File: config.mk
export PLATFORM = sky130hd
export DESIGN_NAME = mrds_digit_out
export DESIGN_NICKNAME = d
export VERILOG_FILES = /design/src/hw/rtl/mrds_pkg.sv /design/src/hw/rtl/mrds_digit_out.sv
export SDC_FILE = /design/constraint.sdc
export NUM_CORES = 1
export LEC_CHECK = 0
export BUFFER_PORTS_ARGS = -buffer_cell sky130_fd_sc_hd__buf_2
export CAP_MARGIN = 20
export CORE_MARGIN = 2
export CORE_UTILIZATION = 47
export DETAILED_ROUTE_END_ITERATION = 6
export PLACE_DENSITY_LB_ADDON = 0.12
export SLEW_MARGIN = 40
export SYNTH_ARGS = -nofsm -noshare
export SYNTH_HDL_FRONTEND = slang
export SYNTH_SLANG_ARGS = --single-unit
File: constraint.sdc
create_clock -name aclk -period 1.92 [get_ports aclk]
set_input_delay 0.096 -clock aclk [delete_from_list [all_inputs] [get_ports aclk]]
set_output_delay 0.096 -clock aclk [all_outputs]
set_load 0.005 [all_outputs]
File: src/hw/rtl/mrds_pkg.sv
// Shared constants, register indexes and a helper for the mixed-radix digit splitter.
package mrds_pkg;

    localparam int JOB_W          = 63;
    localparam int WORK_W         = 64;
    localparam int DIGIT_W        = 8;
    localparam int RADIX_W        = 8;
    localparam int ERADIX_W       = 9;
    localparam int POS_W          = 3;
    localparam int BITS_PER_STAGE = 8;
    localparam int STAGES_PER_POS = WORK_W / BITS_PER_STAGE;
    localparam int NUM_RADIX_REGS = 6;
    localparam int MAX_POSITIONS_DEF = 6;
    localparam int S_TDATA_W      = 64;
    localparam int M_TDATA_W      = 16;
    localparam int CFG_IDX_W      = 3;
    localparam int CFG_DATA_W     = 8;

    typedef enum logic [CFG_IDX_W-1:0] {
        REG_INCLUDE_EMPTY = 3'd0,
        REG_NUM_POSITIONS = 3'd1,
        REG_RADIX_0       = 3'd2,
        REG_RADIX_1       = 3'd3,
        REG_RADIX_2       = 3'd4,
        REG_RADIX_3       = 3'd5,
        REG_RADIX_4       = 3'd6,
        REG_RADIX_5       = 3'd7
    } cfg_reg_t;

    // radix + empty choice; a zero sum behaves as one
    function automatic logic [ERADIX_W-1:0] eff_radix(input logic [RADIX_W-1:0] radix,
                                                     input logic inc_empty);
        logic [ERADIX_W-1:0] r;
        r = {1'b0, radix} + {{(ERADIX_W-1){1'b0}}, inc_empty};
        if (r == '0) begin
            r = ERADIX_W'(1);
        end
        return r;
    endfunction

endpackage

File: src/hw/rtl/mrds_digit_out.sv
// Output stage: holds one finished job and emits its digits one transaction at a time.
module mrds_digit_out #(
    parameter int MAX_POSITIONS = mrds_pkg::MAX_POSITIONS_DEF
) (
    input  logic                                       aclk,
    input  logic                                       aresetn,
    input  logic                                       in_valid,
    input  logic [MAX_POSITIONS*mrds_pkg::DIGIT_W-1:0] in_digits,
    input  logic [mrds_pkg::POS_W-1:0]                 cnt,
    output logic                                       take_new,
    input  logic                                       m_tready,
    output logic                                       m_tvalid,
    output logic [mrds_pkg::POS_W-1:0]                 m_pos,
    output logic [mrds_pkg::DIGIT_W-1:0]               m_word,
    output logic                                       m_last
);

    localparam int DW = MAX_POSITIONS * mrds_pkg::DIGIT_W;

    logic                        busy_reg;
    logic [mrds_pkg::POS_W-1:0]  pos_reg;
    logic [DW-1:0]               digits_reg;
    logic                        is_last;

    assign is_last  = (pos_reg == cnt - mrds_pkg::POS_W'(1));
    // reload in the same cycle the final digit goes out
    assign take_new = !busy_reg || (m_tready && is_last);

    always_ff @(posedge aclk) begin
        if (!aresetn) begin
            busy_reg <= 1'b0;
            pos_reg  <= '0;
        end else if (take_new) begin
            busy_reg <= in_valid;
            pos_reg  <= '0;
        end else if (m_tready) begin
            pos_reg  <= pos_reg + mrds_pkg::POS_W'(1);
        end
    end

    always_ff @(posedge aclk) begin
        if (take_new) begin
            digits_reg <= in_digits;
        end else if (m_tready) begin
            digits_reg <= digits_reg >> mrds_pkg::DIGIT_W;
        end
    end

    assign m_tvalid = busy_reg;
    assign m_pos    = pos_reg;
    assign m_word   = digits_reg[mrds_pkg::DIGIT_W-1:0];
    assign m_last   = is_last;

endmodule

* Word-level counts from Yosys, hierarchy flattened *
Index checks and enable logic that the tools add are counted.
Widths: inputs -> output; s select.

storage, ports and cells
  register bits = 52
  bits of input ports = 55
  output and inout bits = 14
  logic and storage cells = 14

operators by class
  $add $sub $neg = 2
  equality and inequality tests = 1
  mux-type cells = 2
  bitwise gates (word level) = 1
  reduce and logical (&&, ||, !) cells = 5

operator list
  kind                 count
  $mux 48              2
  $add 3x1->3 const B  1
  $eq 3x3->1           1
  $sub 3x1->3 const B  1
  $reduce_bool 2->1    1
  $reduce_or 2->1      1
  $logic_and 1x1->1    1
  $logic_not 1->1      1
  $logic_or 1x1->1     1
  $not 1->1            1

* Logic depth before layout (Yosys ltp) *
  depth after elaboration = 5
  depth in mapped cells = 6
  depth with buffers taken out = 5

* Least setup slack after synthesis *
No wires, ideal clock.

  kind = register to register
  start = register pos_reg (netlist bit m_pos[2])
  end = register digits_reg[0], data pin
  library setup time = 260 ps
  arrival time = 1783 ps
  data required time = 1660 ps
  path slack = -123 ps
  stages on the path, launching flop included = 5
  path through = dfxtp_1 -> xor3_1 -> o41a_4 -> buf_6 -> mux2_4

on the way
  word-level cells in the longest chain between the ends = 4

RTL lines
  element                 RTL line              text
  from (decl)             mrds_digit_out.sv:21  logic [mrds_pkg::POS_W-1:0] pos_reg;
  from (signal assigned)  mrds_digit_out.sv:37  pos_reg <= pos_reg + mrds_pkg::POS_W'(1);
  $eq 3x3->1              mrds_digit_out.sv:25  assign is_last = (pos_reg == cnt - mrds_pkg::POS_W'(1));
  $logic_and 1x1->1       mrds_digit_out.sv:27  assign take_new = !busy_reg || (m_tready && is_last);
  $logic_or 1x1->1        mrds_digit_out.sv:27
  $mux 48                 mrds_digit_out.sv:42  if (take_new) begin
  to (signal assigned)    mrds_digit_out.sv:43  digits_reg <= in_digits;
  to (signal assigned)    mrds_digit_out.sv:45  digits_reg <= digits_reg >> mrds_pkg::DIGIT_W;
  to (decl)               mrds_digit_out.sv:22  logic [DW-1:0] digits_reg;

Every way passes these cells.
A chain may end at the register's enable or synchronous reset.

* Worst setup path after layout *
  start = register pos_reg (netlist bit m_pos[2])
  end = register digits_reg[16], data pin

Same word-level chain as after synthesis.

==> metrics.md <==
| Metric | Value |
|---|---|
| Run status | `finished clean` |
| Critical path class | `reg -> reg` |
| TNS Setup | `0 ps` |
| Number of remaining DRC errors | `0` |
| CP startpoint kind | `register` |
| YS warnings | `0` |
| Clock sink count | `52` |
| CTS buffer count | `5` |
| CP Launch Point | `m_pos[2]$_SDFFE_PP0P_` |
| Critical R2R Launch | `m_pos[2]$_SDFFE_PP0P_` |
| GPL Wtd Cong | `0.755` |
| Commonest non-fill, non-tap cell in the layout | `buf_2` |
| DP Worst Slack | `-170 ps` |
| Largest net degree at the start of global routing | `49` |
| Slew HR | `60.2%` |
| Sequential area share after synthesis | `61.8%` |
| Synth cell types | `22` |
| Tot Pwr | `2.36 mW` |
| Vias per cell | `4.73` |
| Pins Over Slew Limit | `0` |
| Hold_sp | `in_valid` |
| RSZ-0062 raised after global routing | `true` |
| Clk_lat worst skew | `290 ps` |
| Worst R2R End | `digits_reg[16]$_DFFE_PP_` |
| Die span in x | `76.4 µm` |
| Mapped Nets | `193` |
| CTS Hold Bufs | `0` |
| Critical Path AT | `1910 ps` |
| Vias in the first global route | `1311` |
| Resized cells post-CTS | `0` |
| Gate count after technology mapping | `136` |
| Period utilisation layout | `97.1%` |
| Clk buf depth | `2` |
| Commonest cells after routing, fill and taps aside | `68 x buf_2, 48 x edfxtp_1, 40 x mux2_4` |
| Initial antenna violation count | `0` |
| Tot GR Track Use | `12.6%` |
| Initial Utilization | `48.5%` |
| Measured slew at the worst slew-check pin | `597 ps` |
| DP Wirelength | `2.47 mm` |
| Min-Delay Endpoint | `m_tvalid$_SDFFE_PN0P_` |
| Worst Path Required | `1960 ps` |
| Die Ht | `76.4 µm` |
| CORE AREA | `5070 µm²` |
| Post-route ant nets | `0` |
| Reg clk slew, reported paths | `80 ps` |
| Post-route minimum period | `1860 ps` |
| Max FFs per register | `48` |
| Row cnt | `26` |
| Worst Clk Skew | `9.35 ps` |
| Number of port buffers | `68` |
| H-Tree Depth | `2` |
| Hold Vio Cnt, Final | `0` |
| Worst Hold Class | `in -> reg` |
| Setup Fix Bufs, Post-CTS | `0` |
| Reg2Reg Setup Slack | `60 ps` |
| I/O Pins | `69` |
| GR Overflow Total | `0` |
| Fmax | `537 MHz` |
| Area grow syn2layout | `18.9%` |
| Post-synthesis instance area | `2460 µm²` |
| Initial DRC count | `91` |
| Maximum fanout along the worst path | `30` |
| Final WL | `3.58 mm` |
| DR pass1 iterations | `4` |
| Vias | `1297` |
| Max_cap viols | `0` |
| Crit. End Element | `register` |
| DR WL/cell | `13.1 µm` |
| Root Buffer | `clkbuf_8` |
| Filler instances | `445` |
| Final layout net count | `260` |
| CTS tree | `done` |
| Diodes inserted | `0` |
| Syn Area/Cell | `18.1 µm²` |
| Synth Register Bits | `52` |
| Share of layout cells above drive strength 1 | `58.8%` |
| DIE AREA | `5830 µm²` |
| Post-route setup slack | `56.5 ps` |
| Cell Pwr Density | `806 nW/µm²` |
| Final Setup Violations | `0` |
| Max VDD drop | `0.000467 V` |
| Leakage | `1.28 nW` |
| FF-to-FF path depth | `4` |
| First-pass GRT wire length | `5.81 mm` |
| Hold path cells | `2` |
-- worst max-delay path, stage by stage, from the launching register on --
cell	delay, ps
dfxtp_1	340
xor3_1	250
o41a_4	510
buf_12	190
mux2_4	310
-- routing by layer --
| metal | track usage, % | wire length, µm | vias up |
|---|---|---|---|
| li1 | - | - | 637 |
| met3 | 2.84 | 205 | 5 |
| met2 | 22.2 | 1830 | 47 |
| met5 | 0 | 0 | - |
| met1 | 15.1 | 1510 | 608 |
| met4 | 4.91 | 40 | 0 |
-- layout make-up --
class | count | area (µm²) | share of cell area (%)
clock buffers | 7 | 76.3 | 2.61
clock inverters | 1 | 3.75 | 0.128
inverters | 4 | 15.0 | 0.513
multi-input cells | 67 | 820 | 28.0
flip-flops and latches | 52 | 1520 | 52.0
well taps | 70 | 87.6 | 2.99
repair buffers | 73 | 403 | 13.8
-- how the worst max path moves through the flow --
| stage | end | slack [ps] | depth (start not counted) |
|---|---|---|---|
| CTS | digits_reg[16]$_DFFE_PP_ | 50 | 4 |
| global route | take_new | -8 | 5 |
| detailed placement | digits_reg[16]$_DFFE_PP_ | -170 | 7 |
| finish | digits_reg[16]$_DFFE_PP_ | 60 | 4 |
| floorplan | digits_reg[0]$_DFFE_PP_ | 10 | 6 |
| global placement | digits_reg[37]$_DFFE_PP_ | -140 | 7 |
-- cell families after synthesis --
logic type | share of synthesized area (%)
buf+inv | 5.03
simple gates | 3.86
flops | 61.8
compound gates | 2.24
mux | 24.4
fa+ha+maj | 1.02
xor+xnor | 1.68
-- power by group --
part	leakage, nW	switching (mW)	total (mW)	internal (mW)
registers	0.534	0.0358	1.42	1.39
logic	0.705	0.128	0.363	0.235
clock network	0.0399	0.320	0.575	0.254
total	1.28	0.485	2.36	1.88
-- per-stage QoR --
stage	std cells	instance area [µm²]	hold slack, ps	utilization [%]
2_1_floorplan	136	2460	191	-
3_3_place_gp	266	2850	308	56.1
3_5_place_dp	266	2850	310	56.1
4_1_cts	274	2930	6.37	57.7
5_1_grt	274	2930	3.82	57.7
6_report	274	2930	19.0	57.7
-- synthesized netlist by cell type --
library cell | count | area [µm²]
clkbuf_1 | 1 | 3.75
a211oi_1 | 1 | 7.51
nor3_1 | 1 | 5.00
nand3_1 | 1 | 5.00
xor3_1 | 1 | 23.8
o41a_4 | 1 | 21.3
o21ai_0 | 2 | 10.0
nor2_1 | 1 | 3.75
xnor2_1 | 2 | 17.5
nor2b_1 | 8 | 50.1
buf_4 | 8 | 60.1
dfxtp_1 | 4 | 80.1
o21a_1 | 1 | 7.51
mux2_4 | 40 | 601
buf_6 | 4 | 45.0
nand4b_1 | 1 | 8.76
ha_1 | 2 | 25.0
nand2_1 | 1 | 3.75
o2111ai_1 | 1 | 8.76
nand4_1 | 3 | 18.8
edfxtp_1 | 48 | 1440
inv_1 | 4 | 15.0
(Power assumes the default switching activity.)
