`src/hw/rtl/mrds_pkg.sv`:
```
// Shared constants, register indexes and a helper for the mixed-radix digit splitter.
package mrds_pkg;

    localparam int JOB_W          = 63;
    localparam int WORK_W         = 64;
    localparam int DIGIT_W        = 8;
    localparam int RADIX_W        = 8;
    localparam int ERADIX_W       = 9;
    localparam int POS_W          = 3;
    localparam int BITS_PER_STAGE = 8;
    localparam int STAGES_PER_POS = WORK_W / BITS_PER_STAGE;
    localparam int NUM_RADIX_REGS = 6;
    localparam int MAX_POSITIONS_DEF = 6;
    localparam int S_TDATA_W      = 64;
    localparam int M_TDATA_W      = 16;
    localparam int CFG_IDX_W      = 3;
    localparam int CFG_DATA_W     = 8;

    typedef enum logic [CFG_IDX_W-1:0] {
        REG_INCLUDE_EMPTY = 3'd0,
        REG_NUM_POSITIONS = 3'd1,
        REG_RADIX_0       = 3'd2,
        REG_RADIX_1       = 3'd3,
        REG_RADIX_2       = 3'd4,
        REG_RADIX_3       = 3'd5,
        REG_RADIX_4       = 3'd6,
        REG_RADIX_5       = 3'd7
    } cfg_reg_t;

    // radix + empty choice; a zero sum behaves as one
    function automatic logic [ERADIX_W-1:0] eff_radix(input logic [RADIX_W-1:0] radix,
                                                     input logic inc_empty);
        logic [ERADIX_W-1:0] r;
        r = {1'b0, radix} + {{(ERADIX_W-1){1'b0}}, inc_empty};
        if (r == '0) begin
            r = ERADIX_W'(1);
        end
        return r;
    endfunction

endpackage

```
`src/hw/rtl/mrds_div_stage.sv`:
```
// One pipeline stage of long division: eight quotient bits against a narrow radix.
module mrds_div_stage #(
    parameter int MAX_POSITIONS = mrds_pkg::MAX_POSITIONS_DEF,
    parameter int POS           = 0,
    parameter int SUB           = 0
) (
    input  logic                                      aclk,
    input  logic                                      aresetn,
    input  logic                                      en,
    input  logic [mrds_pkg::ERADIX_W-1:0]             rdx,
    input  logic                                      in_valid,
    input  logic [mrds_pkg::WORK_W-1:0]               in_work,
    input  logic [mrds_pkg::DIGIT_W-1:0]              in_rem,
    input  logic [MAX_POSITIONS*mrds_pkg::DIGIT_W-1:0] in_digits,
    output logic                                      out_valid,
    output logic [mrds_pkg::WORK_W-1:0]               out_work,
    output logic [mrds_pkg::DIGIT_W-1:0]              out_rem,
    output logic [MAX_POSITIONS*mrds_pkg::DIGIT_W-1:0] out_digits
);

    localparam int DW = MAX_POSITIONS * mrds_pkg::DIGIT_W;

    logic                          valid_reg;
    logic [mrds_pkg::WORK_W-1:0]   work_reg,   work_next;
    logic [mrds_pkg::DIGIT_W-1:0]  rem_reg,    rem_next;
    logic [DW-1:0]                 digits_reg, digits_next;

    always_comb begin
        logic [mrds_pkg::WORK_W-1:0]   w;
        logic [mrds_pkg::DIGIT_W-1:0]  r;
        logic [mrds_pkg::ERADIX_W-1:0] t;
        w = in_work;
        // a new division starts with an empty partial remainder
        r = (SUB == 0) ? '0 : in_rem;
        t = '0;
        for (int i = 0; i < mrds_pkg::BITS_PER_STAGE; i++) begin
            t = {r, w[mrds_pkg::WORK_W-1]};
            w = {w[mrds_pkg::WORK_W-2:0], 1'b0};
            if (t >= rdx) begin
                t    = t - rdx;
                w[0] = 1'b1;
            end
            // t < rdx <= 256, fits the digit width
            r = t[mrds_pkg::DIGIT_W-1:0];
        end
        work_next   = w;
        rem_next    = r;
        digits_next = in_digits;
        if (SUB == mrds_pkg::STAGES_PER_POS - 1) begin
            digits_next[POS*mrds_pkg::DIGIT_W +: mrds_pkg::DIGIT_W] = r;
        end
    end

    always_ff @(posedge aclk) begin
        if (!aresetn) begin
            valid_reg <= 1'b0;
        end else if (en) begin
            valid_reg <= in_valid;
        end
    end

    always_ff @(posedge aclk) begin
        if (en) begin
            work_reg   <= work_next;
            rem_reg    <= rem_next;
            digits_reg <= digits_next;
        end
    end

    assign out_valid  = valid_reg;
    assign out_work   = work_reg;
    assign out_rem    = rem_reg;
    assign out_digits = digits_reg;

endmodule

```
`config.mk`:
```
export PLATFORM = sky130hd
export DESIGN_NAME = mrds_div_stage
export DESIGN_NICKNAME = d
export VERILOG_FILES = /design/src/hw/rtl/mrds_pkg.sv /design/src/hw/rtl/mrds_div_stage.sv
export SDC_FILE = /design/constraint.sdc
export NUM_CORES = 1
export LEC_CHECK = 0
export BUFFER_PORTS_ARGS = -buffer_cell sky130_fd_sc_hd__buf_2
export CAP_MARGIN = 5
export CORE_MARGIN = 3
export CORE_UTILIZATION = 54
export DETAILED_ROUTE_END_ITERATION = 10
export PLACE_DENSITY_LB_ADDON = 0.12
export SETUP_SLACK_MARGIN = 0.5
export SYNTH_ARGS = -nofsm -noshare
export SYNTH_HDL_FRONTEND = slang
export SYNTH_SLANG_ARGS = --single-unit
export TNS_END_PERCENT = 30
```
`constraint.sdc`:
```
create_clock -name aclk -period 36.9 [get_ports aclk]
set_clock_uncertainty 0.1 [all_clocks]
set_input_delay 5.535 -clock aclk [delete_from_list [all_inputs] [get_ports aclk]]
set_output_delay 5.535 -clock aclk [all_outputs]
set_load 0.03 [all_outputs]
```
=== Word level (Yosys, flattened, before mapping) ===
Index checks and enable logic that the tools add are counted.

* Bits in registers: 121
* Bits in latches: 0
* Bits in writable memories: 0
* Memory bits (read-only): 0
* Bits of input ports: 133
* Output and inout bits: 121
* Logic and storage cells: 36
* Memories kept: 0

* Add/sub/neg operators: 8
* $mul: 0
* Div/mod/pow operators: 0
* Order comparisons: 8
* Eq/ne operators: 0
* Shifts and indexed selects: 0
* Muxes and demuxes: 16
* Bitwise gates (word level): 0
* Reduce and logical (&&, ||, !) cells: 0

{| class="wikitable"
|+ Operators with widths
! cell !! number
|-
| 8-bit two-way mux || 8
|-
| 9-bit >= comparator || 7
|-
| 8-bit subtractor || 7
|-
| 1-bit by 9-bit >= comparator with 1-bit output || 1
|-
| 1-bit two-way mux || 8
|-
| 1-bit by 8-bit subtractor with 8-bit output || 1
|}

=== Longest topological paths before layout ===
* Word-level depth: 16
* Gate-level depth with buffers: 72
* Gate-level depth less buffers: 66

=== Worst setup path before layout ===
OpenSTA, ideal clock, no wires.

* Path type: input to register
* Start point: input port rdx[5] in the netlist's numbering
* End point: register rem_reg, in the netlist out_rem[4] (data pin)
* Library setup time: 0.256 ns
* Arrival: 19.361 ns
* Required time: 36.544 ns
* Slack: 17.182 ns
* Stages: 62
* Path buffers: 7
* Cell sequence: or4_1 -> nor3_1 -> a21boi_0 -> ha_1 -> nand4_1 -> nor4_1 -> a31oi_4 -> nand2_2 -> buf_6 -> mux2_2 -> ha_1 -> nand3_1 -> nor3_1 -> a2111oi_0 -> a31o_2 -> clkbuf_1 -> inv_2 -> mux2_4 -> (+26 left out) -> nor2b_1 -> o21a_1 -> o21a_1 -> o41a_1 -> a211oi_2 -> clkinv_1 -> nor2_1 -> a21oi_1 -> ha_1 -> nor2b_1 -> o21ai_0 -> a21boi_0 -> o31ai_1 -> a31o_2 -> a21oi_1 -> clkbuf_1 -> nor2_1 -> a22o_1

* Longest elaborated chain between the ends: 16
* Elaborated cells between the ends (all ways): 24
* Classes of those cells: add/sub: 8; order compare: 8; mux: 8

{| class="wikitable"
|+ Ends and longest elaborated chain
! element !! line !! RTL
|-
| start, declared || mrds_div_stage.sv:10 || <nowiki>input logic [mrds_pkg::ERADIX_W-1:0] rdx,</nowiki>
|-
| 1-bit by 8-bit subtractor with 8-bit output or 1-bit by 9-bit >= comparator with 1-bit output (tied branches) || mrds_div_stage.sv:40, mrds_div_stage.sv:39 ||
|-
| 8-bit two-way mux || mrds_div_stage.sv:39 || <nowiki>if (t >= rdx) begin</nowiki>
|-
| 8-bit subtractor or 9-bit >= comparator (tied branches) || mrds_div_stage.sv:40, mrds_div_stage.sv:39 ||
|-
| 8-bit two-way mux || mrds_div_stage.sv:39 ||
|-
| 8-bit subtractor or 9-bit >= comparator (tied branches) || mrds_div_stage.sv:40, mrds_div_stage.sv:39 ||
|-
| 8-bit two-way mux || mrds_div_stage.sv:39 ||
|-
| 9-bit >= comparator or 8-bit subtractor (tied branches) || mrds_div_stage.sv:39, mrds_div_stage.sv:40 ||
|-
| 8-bit two-way mux || mrds_div_stage.sv:39 ||
|-
| 8-bit subtractor or 9-bit >= comparator (tied branches) || mrds_div_stage.sv:40, mrds_div_stage.sv:39 ||
|-
| 8-bit two-way mux || mrds_div_stage.sv:39 ||
|-
| 8-bit subtractor or 9-bit >= comparator (tied branches) || mrds_div_stage.sv:40, mrds_div_stage.sv:39 ||
|-
| 8-bit two-way mux || mrds_div_stage.sv:39 ||
|-
| 8-bit subtractor or 9-bit >= comparator (tied branches) || mrds_div_stage.sv:40, mrds_div_stage.sv:39 ||
|-
| 8-bit two-way mux || mrds_div_stage.sv:39 ||
|-
| 8-bit subtractor or 9-bit >= comparator (tied branches) || mrds_div_stage.sv:40, mrds_div_stage.sv:39 ||
|-
| 8-bit two-way mux (*) || mrds_div_stage.sv:39 ||
|-
| named net rem_next, one bit || mrds_div_stage.sv:25 || <nowiki>logic [mrds_pkg::DIGIT_W-1:0] rem_reg, rem_next;</nowiki>
|-
| end signal, assigned || mrds_div_stage.sv:65 || <nowiki>rem_reg <= rem_next;</nowiki>
|-
| end, declared || mrds_div_stage.sv:25 ||
|}

The timed path passes the listed nets; every way through them passes the cells marked *.
A chain may end at the register's enable or synchronous reset.

=== Worst setup path after layout ===
* Start point: input port rdx[1] in the netlist's numbering
* End point: register rem_reg, in the netlist out_rem[3] (data pin)

* Longest elaborated chain between the ends: 16
* Elaborated cells between the ends (all ways): 24
* Classes of those cells: add/sub: 8; order compare: 8; mux: 8

{| class="wikitable"
|+ Ends and longest elaborated chain
! element !! line
|-
| 1-bit by 8-bit subtractor with 8-bit output or 1-bit by 9-bit >= comparator with 1-bit output (tied branches) || mrds_div_stage.sv:40, mrds_div_stage.sv:39
|-
| 8-bit two-way mux || mrds_div_stage.sv:39
|-
| 8-bit subtractor or 9-bit >= comparator (tied branches) || mrds_div_stage.sv:40, mrds_div_stage.sv:39
|-
| 8-bit two-way mux || mrds_div_stage.sv:39
|-
| 8-bit subtractor or 9-bit >= comparator (tied branches) || mrds_div_stage.sv:40, mrds_div_stage.sv:39
|-
| 8-bit two-way mux || mrds_div_stage.sv:39
|-
| 8-bit subtractor or 9-bit >= comparator (tied branches) || mrds_div_stage.sv:40, mrds_div_stage.sv:39
|-
| 8-bit two-way mux || mrds_div_stage.sv:39
|-
| 8-bit subtractor or 9-bit >= comparator (tied branches) || mrds_div_stage.sv:40, mrds_div_stage.sv:39
|-
| 8-bit two-way mux || mrds_div_stage.sv:39
|-
| 8-bit subtractor or 9-bit >= comparator (tied branches) || mrds_div_stage.sv:40, mrds_div_stage.sv:39
|-
| 8-bit two-way mux || mrds_div_stage.sv:39
|-
| 8-bit subtractor or 9-bit >= comparator (tied branches) || mrds_div_stage.sv:40, mrds_div_stage.sv:39
|-
| 8-bit two-way mux || mrds_div_stage.sv:39
|-
| 9-bit >= comparator or 8-bit subtractor (tied branches) || mrds_div_stage.sv:39, mrds_div_stage.sv:40
|-
| 8-bit two-way mux (*) || mrds_div_stage.sv:39
|-
| named net rem_next, one bit || mrds_div_stage.sv:25
|}

Marks and branches as above.

==> flow_summary.json <==
{
  "holdPathStages": 2,
  "dieHeight_um": 120,
  "slowest_stage": "a21oi_1",
  "netlist_area_mm2": 0.00705,
  "synth_top_family_by_area": "compound AO/OA/AOI/OAI gates",
  "hold_viol_final": 0,
  "cts_sinks": 121,
  "ys_seq_elements": 121,
  "ios": 254,
  "synth_top_area_share_pct": 51.1,
  "num_vias": 5764,
  "globalplace.congestion": 0.905,
  "port_buffers": 245,
  "pwr-share-clk_pct": 35.2,
  "status": "finished clean",
  "synth_area_leaders": "edfxtp_1 51%, ha_1 11%, xnor2_1 2.7%",
  "synthMuxAreaShare_pct": 3.37,
  "gr-total-overflow": 0,
  "synth-main-ff-cell": "edfxtp_1",
  "rr_worst_depth": 2,
  "setup_viol": 0,
  "gr-usage-all-layers_pct": 27.4,
  "critPathMaxFanout": 15,
  "min_period_over_period_pct": 59.9,
  "die_w_um": 120,
  "power.share.switching_pct": 31.7,
  "netlist_instances": 584,
  "drv_cap": 0,
  "ys_types": 69,
  "grt_max_degree": 103,
  "tns_ns": 0,
  "fin_util_pct": 71.7,
  "drv_slew": 0,
  "rsz0062_at_grt": "false",
  "hold_path_class": "reg -> reg",
  "synth_edf_count": 120,
  "grt_pass1_wl_um": 30500,
  "cts_setup_buffers": 0,
  "synth.avg_cell_area_um2": 12.1,
  "cp_common_cell": "ha_1",
  "numCtsBuffers": 17,
  "antenna_found_initial": 2,
  "seq_power_share_pct": 35.1,
  "clk_pin_slew_worst_paths_ns": 0.06,
  "cp.required_ns": 36.96,
  "start_util_pct": 55.6,
  "synth_common_cells": "120 x edfxtp_1, 64 x ha_1, 38 x a21oi_1",
  "antenna_cells": 0,
  "row_count": 41,
  "cts_resized": 0,
  "slew_headroom_pct": 16.8,
  "yosysMostFrequentCell": "edfxtp_1",
  "grt_pass1_vias": 5757,
  "power_density_mw_per_mm2": 54.1,
  "ant_nets": 0,
  "die_area_mm2": 0.0145,
  "viasPerCell": 5.62,
  "synth_compound_area_share_pct": 15.0,
  "final_nets": 1045,
  "n_fill_cell": 881,
  "postSynth.asyncResetShare_pct": 0,
  "wire_per_inst_um": 19.6,
  "wirelength_um": 20100,
  "p_leak_uw": 0.00414,
  "hpwl_um": 15200,
  "cts_tree": "done",
  "htreeDepth": 4,
  "pwr-share-comb_pct": 29.6,
  "switchingPower_uw": 156,
  "p_int_uw": 336,
  "dr.first_iter.drc_count": 455,
  "synth_xor_xnor_area_share_pct": 3.98,
  "yosys_warnings": 0,
  "vdd_drop_max_v": 0.0000329,
  "root_buffer": "clkbuf_16",
  "syn_nets": 788,
  "clk_path_buf_depth": 2,
  "hold_buffers": 0,
  "core_area_mm2": 0.0127,
  "worst_slew_pin_slew_ns": 1.25,
  "insertion_delay_ns": 0.41,
  "post_synth_and_or_nand_nor_area_fraction_pct": 9.97,
  "synth_fa_ha_area_share_pct": 13.3,
  "yosys.area.top_type": "edfxtp_1",
  "critPathLaunchType": "input port",
  "critPathKind": "in -> reg",
  "drc": 0,
  "slowest_delay_ns": 0.87,
  "fin_crit_ns": 22.10,
  "first_pass_iters": 5,
  "worstPathArrival_ns": 22.16,
  "max_freq_ghz": 0.0453,
  "yosysSeqAreaShare_pct": 51.4,
  "drive_gt1_share_pct": 37.0,
  "setup.worst_path.end_class": "flop",
  "syn2layout_area_growth_pct": 28.8
}
[cell families after synthesis]
group                      Yosys count
AOI/OAI and AO/OA                  152
xor gates and xnor gates            32
adders and majority gates           71
buffers and inverters               49
DFF                                121
muxes                               21
and+or+nand+nor                    138
[layout by cell type (no fill, tap or decap), types with 7 or more instances in the layout]
cell       Yosys  routed
buf_2          0     244
edfxtp_1     120     120
ha_1          64      64
a21oi_1       38      38
inv_1         36      36
nor2_1        36      36
nand2_1       28      28
o21ai_0       25      25
xnor2_1       22      22
clkbuf_16      0      17
nor2b_1       16      16
o21a_1        15      15
mux2_2        14      14
a21o_1        14      14
nor3_1        12      12
xor2_1        10      10
nand3_1        8       8
nand4_1        7       7
fa_1           7       7
[registers in the layout, indices dropped and copies added, names as in the netlist]
| signal | flops |
|---|---|
| out_work | 64 |
| out_digits | 48 |
| out_rem | 8 |
| out_valid | 1 |
[critical path: cells and delay by family]
family,cells,cell delay [ns]
AO/OA/AOI/OAI,24,7.52
adder cells (fa/ha/maj),8,2.23
buffers and inverters,8,2.16
multiplexers,4,1.59
AND/OR/NAND/NOR,13,3.09
[worst paths after layout]
check	startpoint	end	slack (ns)
worst max-delay path	rdx[1]	out_rem[3]$_DFFE_PP_	14.80
worst min-delay path	out_valid$_SDFFE_PN0P_	out_valid$_SDFFE_PN0P_	0.42
worst max register to register	out_valid$_SDFFE_PN0P_	out_valid$_SDFFE_PN0P_	36.21
worst min register to register	out_valid$_SDFFE_PN0P_	out_valid$_SDFFE_PN0P_	0.42
[stage by stage]
stage | hold slack [ns] | power [uW] | setup WS, ns | instances | instance area, um^2
2_1_floorplan | 0.540 | 277 | 17.18 | 584 | 7050
3_3_place_gp | 0.392 | 315 | 14.98 | 994 | 8460
4_1_cts | 0.424 | 493 | 14.98 | 1026 | 9080
3_5_place_dp | 0.407 | 319 | 14.64 | 994 | 8460
6_report | 0.421 | 492 | 14.80 | 1026 | 9080
5_1_grt | 0.480 | 513 | 13.50 | 1026 | 9080
[layer usage]
metal  share of wire, %  vias up  track usage [%]
met1                 37     2752             29.6
met3                7.8       38             7.72
met4                2.7        4             10.3
li1                   -     2725                -
met2                 53      245             50.9
met5               0.12        -                0
[power by group through the flow]
stage | Sequential [uW] | Clock [uW] | Combinational (uW)
2_1_floorplan | 206 | 0 | 71.3
3_3_place_gp | 175 | 0 | 140
3_5_place_dp | 175 | 0 | 143
4_1_cts | 173 | 175 | 145
5_1_grt | 174 | 182 | 158
6_report | 173 | 173 | 146
[layout make-up]
cell class | instances | area (um^2) | area share, %
clock buffer | 17 | 425 | 4.68
timing repair buffer | 246 | 1240 | 13.6
multi-input combinational | 414 | 3220 | 35.5
inverter | 41 | 159 | 1.75
sequential | 121 | 3620 | 39.9
clock inverter | 15 | 199 | 2.19
tap | 172 | 215 | 2.37
(Power assumes the default switching activity.)
